$ cat config.mk
export PLATFORM = sky130hd
export DESIGN_NAME = ordered_list_insert_delete_search_flat
export DESIGN_NICKNAME = d
export VERILOG_FILES = /design/src/design/olids_pkg.sv /design/src/design/olids_if.sv /design/src/design/olids_cell.sv /design/src/design/ordered_list_insert_delete_search.sv /design/src/flat_wrapper.sv
export SDC_FILE = /design/constraint.sdc
export NUM_CORES = 1
export LEC_CHECK = 0
export BUFFER_PORTS_ARGS = -buffer_cell sky130_fd_sc_hd__buf_2
export CAP_MARGIN = 20
export CORE_AREA = 4 4 267 466
export CTS_BUF_LIST = sky130_fd_sc_hd__clkbuf_16
export CTS_CLUSTER_SIZE = 28
export DETAILED_ROUTE_END_ITERATION = 8
export DIE_AREA = 0 0 271 470
export SETUP_SLACK_MARGIN = 0.02
export SYNTH_ARGS = -nofsm -noshare
export SYNTH_HDL_FRONTEND = slang
export SYNTH_HIERARCHICAL = 1
export SYNTH_SLANG_ARGS = --single-unit
$ cat constraint.sdc
create_clock -name i_clk -period 6.63 [get_ports i_clk]
set_clock_uncertainty 0.2 [all_clocks]
set_input_delay 0.3315 -clock i_clk [delete_from_list [all_inputs] [get_ports i_clk]]
set_output_delay 0.3315 -clock i_clk [all_outputs]
set_load 0.02 [all_outputs]
$ cat src/design/olids_pkg.sv
// ----------------------------------------------------------------------------
// Ordered list package
// Shared constants, operation and status codes, and the control word that is
// sent to each cell of the list.
// ----------------------------------------------------------------------------
`default_nettype none

package olids_pkg;

    localparam int CAPACITY_DEFAULT = 16;

    localparam int MODE_W   = 2;
    localparam int VALUE_W  = 32;
    localparam int POS_W    = 16;
    localparam int STATUS_W = 2;
    localparam int FPOS_W   = 4;
    localparam int LEN_W    = 5;

    typedef enum logic [MODE_W-1:0] {
        MODE_APPEND = 2'd0,
        MODE_INSERT = 2'd1,
        MODE_DELETE = 2'd2,
        MODE_SEARCH = 2'd3
    } t_mode;

    typedef enum logic [STATUS_W-1:0] {
        ST_OK        = 2'd0,
        ST_FULL      = 2'd1,
        ST_NOT_FOUND = 2'd2
    } t_status;

    typedef enum logic [1:0] {
        CELL_KEEP  = 2'd0,
        CELL_LOAD  = 2'd1,
        CELL_LEFT  = 2'd2,
        CELL_RIGHT = 2'd3
    } t_cell_cmd;

    typedef struct packed {
        logic      cmp_en;
        logic      in_list;
        t_cell_cmd cmd;
    } t_cell_ctrl;

endpackage

`default_nettype wire

$ cat src/design/olids_if.sv
// ----------------------------------------------------------------------------
// Ordered list channels
// Valid/ready channels for operation beats in and result beats out.
// ----------------------------------------------------------------------------
`default_nettype none

interface olids_in_if;
    logic                                      valid;
    logic                                      ready;
    logic [olids_pkg::MODE_W-1:0]              mode;
    logic signed [olids_pkg::VALUE_W-1:0]      value;
    logic [olids_pkg::POS_W-1:0]               position;

    modport source (output valid, output mode, output value, output position, input ready);
    modport sink   (input valid, input mode, input value, input position, output ready);
endinterface

interface olids_out_if;
    logic                                      valid;
    logic                                      ready;
    logic [olids_pkg::STATUS_W-1:0]            status;
    logic [olids_pkg::FPOS_W-1:0]              found_position;
    logic [olids_pkg::LEN_W-1:0]               length;

    modport source (output valid, output status, output found_position, output length,
                    input ready);
    modport sink   (input valid, input status, input found_position, input length,
                    output ready);
endinterface

`default_nettype wire

$ cat src/design/olids_cell.sv
// ----------------------------------------------------------------------------
// Ordered list cell
// Holds one entry, compares it with the operand and takes its next value from
// the operand or from either neighbour. Passes the match flag along the chain.
// ----------------------------------------------------------------------------
`default_nettype none

module olids_cell (
    input  wire logic                                 i_clk,
    input  wire logic                                 i_rst_n,
    input  wire olids_pkg::t_cell_ctrl                i_ctrl,
    input  wire logic signed [olids_pkg::VALUE_W-1:0] i_value,
    input  wire logic signed [olids_pkg::VALUE_W-1:0] i_left,
    input  wire logic signed [olids_pkg::VALUE_W-1:0] i_right,
    input  wire logic                                 i_seen,
    output logic signed [olids_pkg::VALUE_W-1:0]      o_data,
    output logic                                      o_seen,
    output logic                                      o_first
);

    logic signed [olids_pkg::VALUE_W-1:0] r_data;
    logic signed [olids_pkg::VALUE_W-1:0] n_data;
    logic                                 r_match;

    always_comb begin
        case (i_ctrl.cmd)
            olids_pkg::CELL_LOAD:  n_data = i_value;
            olids_pkg::CELL_LEFT:  n_data = i_left;
            olids_pkg::CELL_RIGHT: n_data = i_right;
            default:               n_data = r_data;
        endcase
    end

    always_ff @(posedge i_clk) begin
        r_data <= n_data;
    end

    always_ff @(posedge i_clk) begin
        if (!i_rst_n) begin
            r_match <= 1'b0;
        end else if (i_ctrl.cmp_en) begin
            r_match <= i_ctrl.in_list && (r_data == i_value);
        end
    end

    assign o_data  = r_data;
    assign o_seen  = i_seen | r_match;
    assign o_first = r_match & ~i_seen;

endmodule

`default_nettype wire

$ cat src/design/ordered_list_insert_delete_search.sv
// ----------------------------------------------------------------------------
// Ordered list with insert, delete and search
// A row of cells holding up to CAPACITY signed entries in order.
// ----------------------------------------------------------------------------
// Each operation beat is accepted in S_IDLE; in S_CMP every cell compares its
// entry with the operand, and in S_EXEC the first-match flag ripples along the
// cell chain and all cells shift or load at once. The result sits in an
// output register, so the next operation beat is accepted while a result beat
// still waits to be taken. An append or insert on a full list is refused with
// status full; a delete or search that finds nothing reports not found with
// position zero. found_position and length carry the low bits of the internal
// position and count.
// ----------------------------------------------------------------------------
`default_nettype none

module ordered_list_insert_delete_search #(
    parameter int CAPACITY = olids_pkg::CAPACITY_DEFAULT
) (
    input  wire logic  i_clk,
    input  wire logic  i_rst_n,
    olids_in_if.sink   i_in,
    olids_out_if.source o_out
);

    localparam int CW = $clog2(CAPACITY + 1);
    localparam int IW = (CAPACITY > 1) ? $clog2(CAPACITY) : 1;

    typedef enum logic [1:0] {
        S_IDLE,
        S_CMP,
        S_EXEC
    } t_state;

    t_state                                r_state;
    olids_pkg::t_mode                      r_mode;
    logic signed [olids_pkg::VALUE_W-1:0]  r_value;
    logic [olids_pkg::POS_W-1:0]           r_pos;
    logic [CW-1:0]                         r_count;
    logic                                  r_out_valid;
    olids_pkg::t_status                    r_status;
    logic [olids_pkg::FPOS_W-1:0]          r_fpos;
    logic [olids_pkg::LEN_W-1:0]           r_len;

    olids_pkg::t_cell_ctrl                 cell_ctrl [CAPACITY];
    logic signed [olids_pkg::VALUE_W-1:0]  cell_data [CAPACITY];
    logic [CAPACITY:0]                     seen;
    logic [CAPACITY-1:0]                   first;

    logic          accept;
    logic          finish;
    logic          is_add;
    logic          full;
    logic          hit_any;
    logic          add_ok;
    logic          del_ok;
    logic [CW-1:0] ins_p;
    logic [IW-1:0] first_idx;

    assign accept  = i_in.valid && i_in.ready;
    assign finish  = (r_state == S_EXEC) && (!r_out_valid || o_out.ready);
    assign is_add  = (r_mode == olids_pkg::MODE_APPEND) || (r_mode == olids_pkg::MODE_INSERT);
    assign full    = (r_count == CW'(CAPACITY));
    assign hit_any = seen[CAPACITY];
    assign add_ok  = is_add && !full;
    assign del_ok  = (r_mode == olids_pkg::MODE_DELETE) && hit_any;

    always_comb begin
        if ((r_mode == olids_pkg::MODE_APPEND) || (r_pos >= olids_pkg::POS_W'(r_count))) begin
            ins_p = r_count;
        end else begin
            ins_p = CW'(r_pos);
        end
    end

    always_comb begin
        first_idx = '0;
        for (int k = 0; k < CAPACITY; k++) begin
            if (first[k]) begin
                first_idx = first_idx | IW'(k);
            end
        end
    end

    assign seen[0] = 1'b0;

    for (genvar g = 0; g < CAPACITY; g++) begin : g_cell
        logic signed [olids_pkg::VALUE_W-1:0] left;
        logic signed [olids_pkg::VALUE_W-1:0] right;

        if (g == 0) begin : g_first
            assign left = r_value;
        end else begin : g_mid
            assign left = cell_data[g-1];
        end

        if (g == CAPACITY - 1) begin : g_last
            assign right = cell_data[g];
        end else begin : g_inner
            assign right = cell_data[g+1];
        end

        always_comb begin
            cell_ctrl[g].cmp_en  = (r_state == S_CMP);
            cell_ctrl[g].in_list = (CW'(g) < r_count);
            cell_ctrl[g].cmd     = olids_pkg::CELL_KEEP;
            if (finish) begin
                if (add_ok) begin
                    if (CW'(g) == ins_p) begin
                        cell_ctrl[g].cmd = olids_pkg::CELL_LOAD;
                    end else if (CW'(g) > ins_p) begin
                        cell_ctrl[g].cmd = olids_pkg::CELL_LEFT;
                    end
                end else if (del_ok && seen[g+1]) begin
                    cell_ctrl[g].cmd = olids_pkg::CELL_RIGHT;
                end
            end
        end

        olids_cell u_cell (
            .i_clk   (i_clk),
            .i_rst_n (i_rst_n),
            .i_ctrl  (cell_ctrl[g]),
            .i_value (r_value),
            .i_left  (left),
            .i_right (right),
            .i_seen  (seen[g]),
            .o_data  (cell_data[g]),
            .o_seen  (seen[g+1]),
            .o_first (first[g])
        );
    end

    always_ff @(posedge i_clk) begin
        if (!i_rst_n) begin
            r_state     <= S_IDLE;
            r_count     <= '0;
            r_out_valid <= 1'b0;
        end else begin
            if (o_out.ready) begin
                r_out_valid <= 1'b0;
            end
            unique case (r_state)
                S_IDLE: begin
                    if (accept) begin
                        r_state <= S_CMP;
                    end
                end
                S_CMP: begin
                    r_state <= S_EXEC;
                end
                S_EXEC: begin
                    if (finish) begin
                        r_state     <= S_IDLE;
                        r_out_valid <= 1'b1;
                        if (add_ok) begin
                            r_count <= r_count + CW'(1);
                        end else if (del_ok) begin
                            r_count <= r_count - CW'(1);
                        end
                    end
                end
                default: begin
                    r_state <= S_IDLE;
                end
            endcase
        end
    end

    always_ff @(posedge i_clk) begin
        if (accept) begin
            r_mode  <= olids_pkg::t_mode'(i_in.mode);
            r_value <= i_in.value;
            r_pos   <= i_in.position;
        end
        if (finish) begin
            if (is_add) begin
                r_status <= full ? olids_pkg::ST_FULL : olids_pkg::ST_OK;
                r_fpos   <= '0;
                r_len    <= full ? olids_pkg::LEN_W'(r_count)
                                 : olids_pkg::LEN_W'(r_count + CW'(1));
            end else begin
                r_status <= hit_any ? olids_pkg::ST_OK : olids_pkg::ST_NOT_FOUND;
                r_fpos   <= hit_any ? olids_pkg::FPOS_W'(first_idx) : '0;
                r_len    <= del_ok ? olids_pkg::LEN_W'(r_count - CW'(1))
                                   : olids_pkg::LEN_W'(r_count);
            end
        end
    end

    assign i_in.ready           = (r_state == S_IDLE);
    assign o_out.valid          = r_out_valid;
    assign o_out.status         = r_status;
    assign o_out.found_position = r_fpos;
    assign o_out.length         = r_len;

    a_count_bound: assert property (@(posedge i_clk) disable iff (!i_rst_n)
        r_count <= CW'(CAPACITY))
        else $error("Entry count exceeds capacity.");

    a_single_first: assert property (@(posedge i_clk) disable iff (!i_rst_n)
        (r_state == S_EXEC) |-> $onehot0(first))
        else $error("More than one cell claims the first match.");

    a_accept_to_cmp: assert property (@(posedge i_clk) disable iff (!i_rst_n)
        accept |=> (r_state == S_CMP))
        else $error("Accepted beat did not start a compare cycle.");

    a_count_step: assert property (@(posedge i_clk) disable iff (!i_rst_n)
        finish |=> ((r_count == $past(r_count)) || (r_count == $past(r_count) + CW'(1))
                    || (r_count == $past(r_count) - CW'(1))))
        else $error("Entry count moved by more than one.");

    a_found_status: assert property (@(posedge i_clk) disable iff (!i_rst_n)
        (finish && !is_add && !hit_any) |=> (r_status == olids_pkg::ST_NOT_FOUND))
        else $error("Missing value was not reported as not found.");

endmodule

`default_nettype wire
$ cat src/flat_wrapper.sv
// flat-port wrapper written by rule: the top's interface ports become plain ports
module ordered_list_insert_delete_search_flat 
#(
    parameter int CAPACITY = olids_pkg::CAPACITY_DEFAULT
)
  (i_clk, i_rst_n, i_in_valid, i_in_mode, i_in_value, i_in_position, i_in_ready, o_out_valid, o_out_status, o_out_found_position, o_out_length, o_out_ready);
  olids_in_if i_in_i ();
  olids_out_if o_out_i ();
  input  wire logic i_clk;
  input  wire logic i_rst_n;
  input wire logic [$bits(i_in_i.valid)-1:0] i_in_valid;
  input wire logic [$bits(i_in_i.mode)-1:0] i_in_mode;
  input wire logic [$bits(i_in_i.value)-1:0] i_in_value;
  input wire logic [$bits(i_in_i.position)-1:0] i_in_position;
  output wire logic [$bits(i_in_i.ready)-1:0] i_in_ready;
  output wire logic [$bits(o_out_i.valid)-1:0] o_out_valid;
  output wire logic [$bits(o_out_i.status)-1:0] o_out_status;
  output wire logic [$bits(o_out_i.found_position)-1:0] o_out_found_position;
  output wire logic [$bits(o_out_i.length)-1:0] o_out_length;
  input wire logic [$bits(o_out_i.ready)-1:0] o_out_ready;
  assign i_in_i.valid = i_in_valid;
  assign i_in_i.mode = i_in_mode;
  assign i_in_i.value = i_in_value;
  assign i_in_i.position = i_in_position;
  assign i_in_ready = i_in_i.ready;
  assign o_out_valid = o_out_i.valid;
  assign o_out_status = o_out_i.status;
  assign o_out_found_position = o_out_i.found_position;
  assign o_out_length = o_out_i.length;
  assign o_out_i.ready = o_out_ready;
  ordered_list_insert_delete_search #(.CAPACITY(CAPACITY)) u_core (.i_clk(i_clk), .i_rst_n(i_rst_n), .i_in(i_in_i), .o_out(o_out_i));
endmodule
==> results.md <==
- Int Power: between 6 and 7 mW
- Final period util: roughly 97%
- Delay of the slowest cell on the worst path: 0.31 ns
- Status: finished clean
- Placer Congestion: around 0.83
- CTS tree: yes
- Most frequent cell on the critical path: or2_2
- Initial antenna violation count: 1
- Syn Inst Count: 3358
- Register Area: approximately 18000 um2
- Largest net degree at the start of global routing: 65
- RSZ-0062 raised after global routing: no
- Critical path arrival: 6.62 ns
- Logic gate share of total power: about 11%
- WL final: 94200 um
- P_sw: around 2.1 mW
- Post-Layout Cell Count: approximately 5100
- CP delay by family, top: simple AND/OR/NAND/NOR gates
- Fin nets: roughly 3500
- Commonest non-fill, non-tap cells in the layout: edfxtp_1, nor2_1, a21oi_1, mux2i_1, xnor2_1
- CP Class: flip-flop to flip-flop
- Final setup fails: 0
- Minimum clock period: around 6.5 ns
- Setup crit end kind: flip-flop
- Maxcap violations: 0
- Setup TNS: 0 ns
- Worst-path fanout max: 8
- Leading cell type in the layout, fill and taps excluded: edfxtp_1
- TritonRoute pass-1 iters: 8
- DR vias: roughly 25000
- WP data required: slightly below 7 ns
- LEAKAGE: 12.2 nW
- Cells after DPL: around 5000
- Die height: 470 um
- Area Overhead vs Synth: 14.7%
- Clock Sinks: roughly 600
- Initial Utilization: between 20 and 30%
- Final hold violations: 0
- Filler cells: roughly 12000
- Synthesized cell area: around 36000 um2
- Synthesized Nets: 3420
- Gr ovfl total: 0
- Slew @ Worst Pin: ~1.2 ns
- GRT Total Usage: between 10% and 20%
- Part of the power in registers: 51.2%
- DR WL/cell: about 18 um
- Footprint of the multi-input gates: ~18000 um2
- Clock power share: between 30% and 40%
- Yosys Warn Count: 6
- Sw Share: roughly a quarter
- Antenna viol nets, final: 0
- Slew Viols, Final: 0
- CP max-delay cell: dfxtp_1
- Core box area: 121000 um2
- Rows: around 170
- Drc violations: 0
- Die ar.: ~130000 um2
- Startpoint types: flip-flop
- Layout cells sized above 1: under 10%
- Maximum VDD drop: about 0.00022 V
- Skew-Pair Late Insertion Delay: 0.62 ns
- Iter 0 DRT Violations: roughly 1500
- Highest Clock Rate: about 0.15 GHz
- Min-delay worst type: input port to flip-flop
- Power Density: about 210 nW/um2
- Sum of buffers and inverters on the critical path: 2
- DPL Wire Length: 70200 um
- Global-route wire length before repair: 143000 um
- Num ports: 67
- Clock root buffer master: clkbuf_16
- PortBufs: 66
- H-tree depth: 2
- DIE WIDTH: between 200 and 300 um
- Vias in the first global route: approximately 25000
- CTS Buf Count: 54
- Slew headroom: 17.4%
- Clock Pin Slew Worst Setup and Hold Paths: ~0.07 ns
- Syn avg cell area: around 11 um2
- Vias per cell: ~4.8
- CTS Buffer Depth: 3
## state kept, by name (all words and copies together) (netlist names)
name                          cells
u_core/o_out.found_position       4
u_core/r_state                    2
u_core/r_count                    5
u_core/g_cell.u_cell/o_data     512
u_core/o_out.status               2
u_core/g_cell.left               32
u_core/r_mode                     2
u_core/o_out.valid                1
u_core/o_out.length               5
u_core/r_pos                     16
u_core/g_cell.u_cell/r_match     16
## cell type report
type                    count  area share, %
flip-flops and latches    597           42.9
well taps                1624           4.92
clock inverters            40          0.679
repair buffers            230           5.08
multi-input cells        2558           42.8
inverters                  10         0.0910
diodes                      1        0.00606
clock buffers              58           3.52
## power by group through the flow
| stage | clock network (mW) | logic (mW) | registers (mW) |
|---|---|---|---|
| detailed placement | 0 | 0.929 | 4.44 |
| CTS | 3.29 | 0.957 | 4.35 |
| floorplan | 0 | 0.599 | 4.51 |
| global placement | 0 | 0.905 | 4.43 |
| finish | 3.20 | 0.957 | 4.35 |
| global route | 3.41 | 1.06 | 4.36 |
## through the flow
stage	utilization, %	power [mW]	hold WS, ns	cell area, um2	setup slack (ns)
floorplan	-	5.11	0.230	36000	0.0672
global placement	32.2	5.34	0.258	38900	0.0778
detailed placement	32.2	5.37	0.267	38900	0.0360
CTS	34.1	8.60	0.131	41100	0.0335
global route	34.2	8.84	0.203	41300	0.0257
finish	34.2	8.51	0.161	41300	0.173
## worst min-delay path, stage by stage
cell and delay (ns):
buf_2 0.35, nand3b_1 0.20, nand2_1 0.04
## layer usage
| layer | GRT usage [%] | vias up | wire length (um) |
|---|---|---|---|
| met5 | 0 | - | 0 |
| met4 | 5.88 | 0 | 4600 |
| met3 | 0.980 | 151 | 2070 |
| met2 | 28.9 | 383 | 54200 |
| met1 | 13.9 | 11800 | 33300 |
| li1 | - | 12400 | - |
## timing repair
item	CTS	global route
setup buffers	0	4
setup endpoints to repair	7	944
gates resized for setup	1	10
endpoints found under the hold margin	53	0
cloned	0	5
pin swaps	0	6
hold buffers	52	0
## path summary, 6_finish.rpt
| path | startpoint | end | slack (ns) | cells after the start |
|---|---|---|---|---|
| max | u_core/g_cell[0].u_cell/r_match$_SDFFE_PN0P_ | u_core/g_cell[2].u_cell/o_data[31]$_DFFE_PP_ | 0.17 | 25 |
| min | i_rst_n | u_core/g_cell[7].u_cell/r_match$_SDFFE_PN0P_ | 0.16 | 3 |
| max reg2reg | u_core/g_cell[0].u_cell/r_match$_SDFFE_PN0P_ | u_core/g_cell[2].u_cell/o_data[31]$_DFFE_PP_ | 0.17 | 25 |
| min reg2reg | u_core/g_cell[0].u_cell/r_match$_SDFFE_PN0P_ | u_core/g_cell[0].u_cell/r_match$_SDFFE_PN0P_ | 0.28 | 2 |
Power figures use the tool's default switching activity.
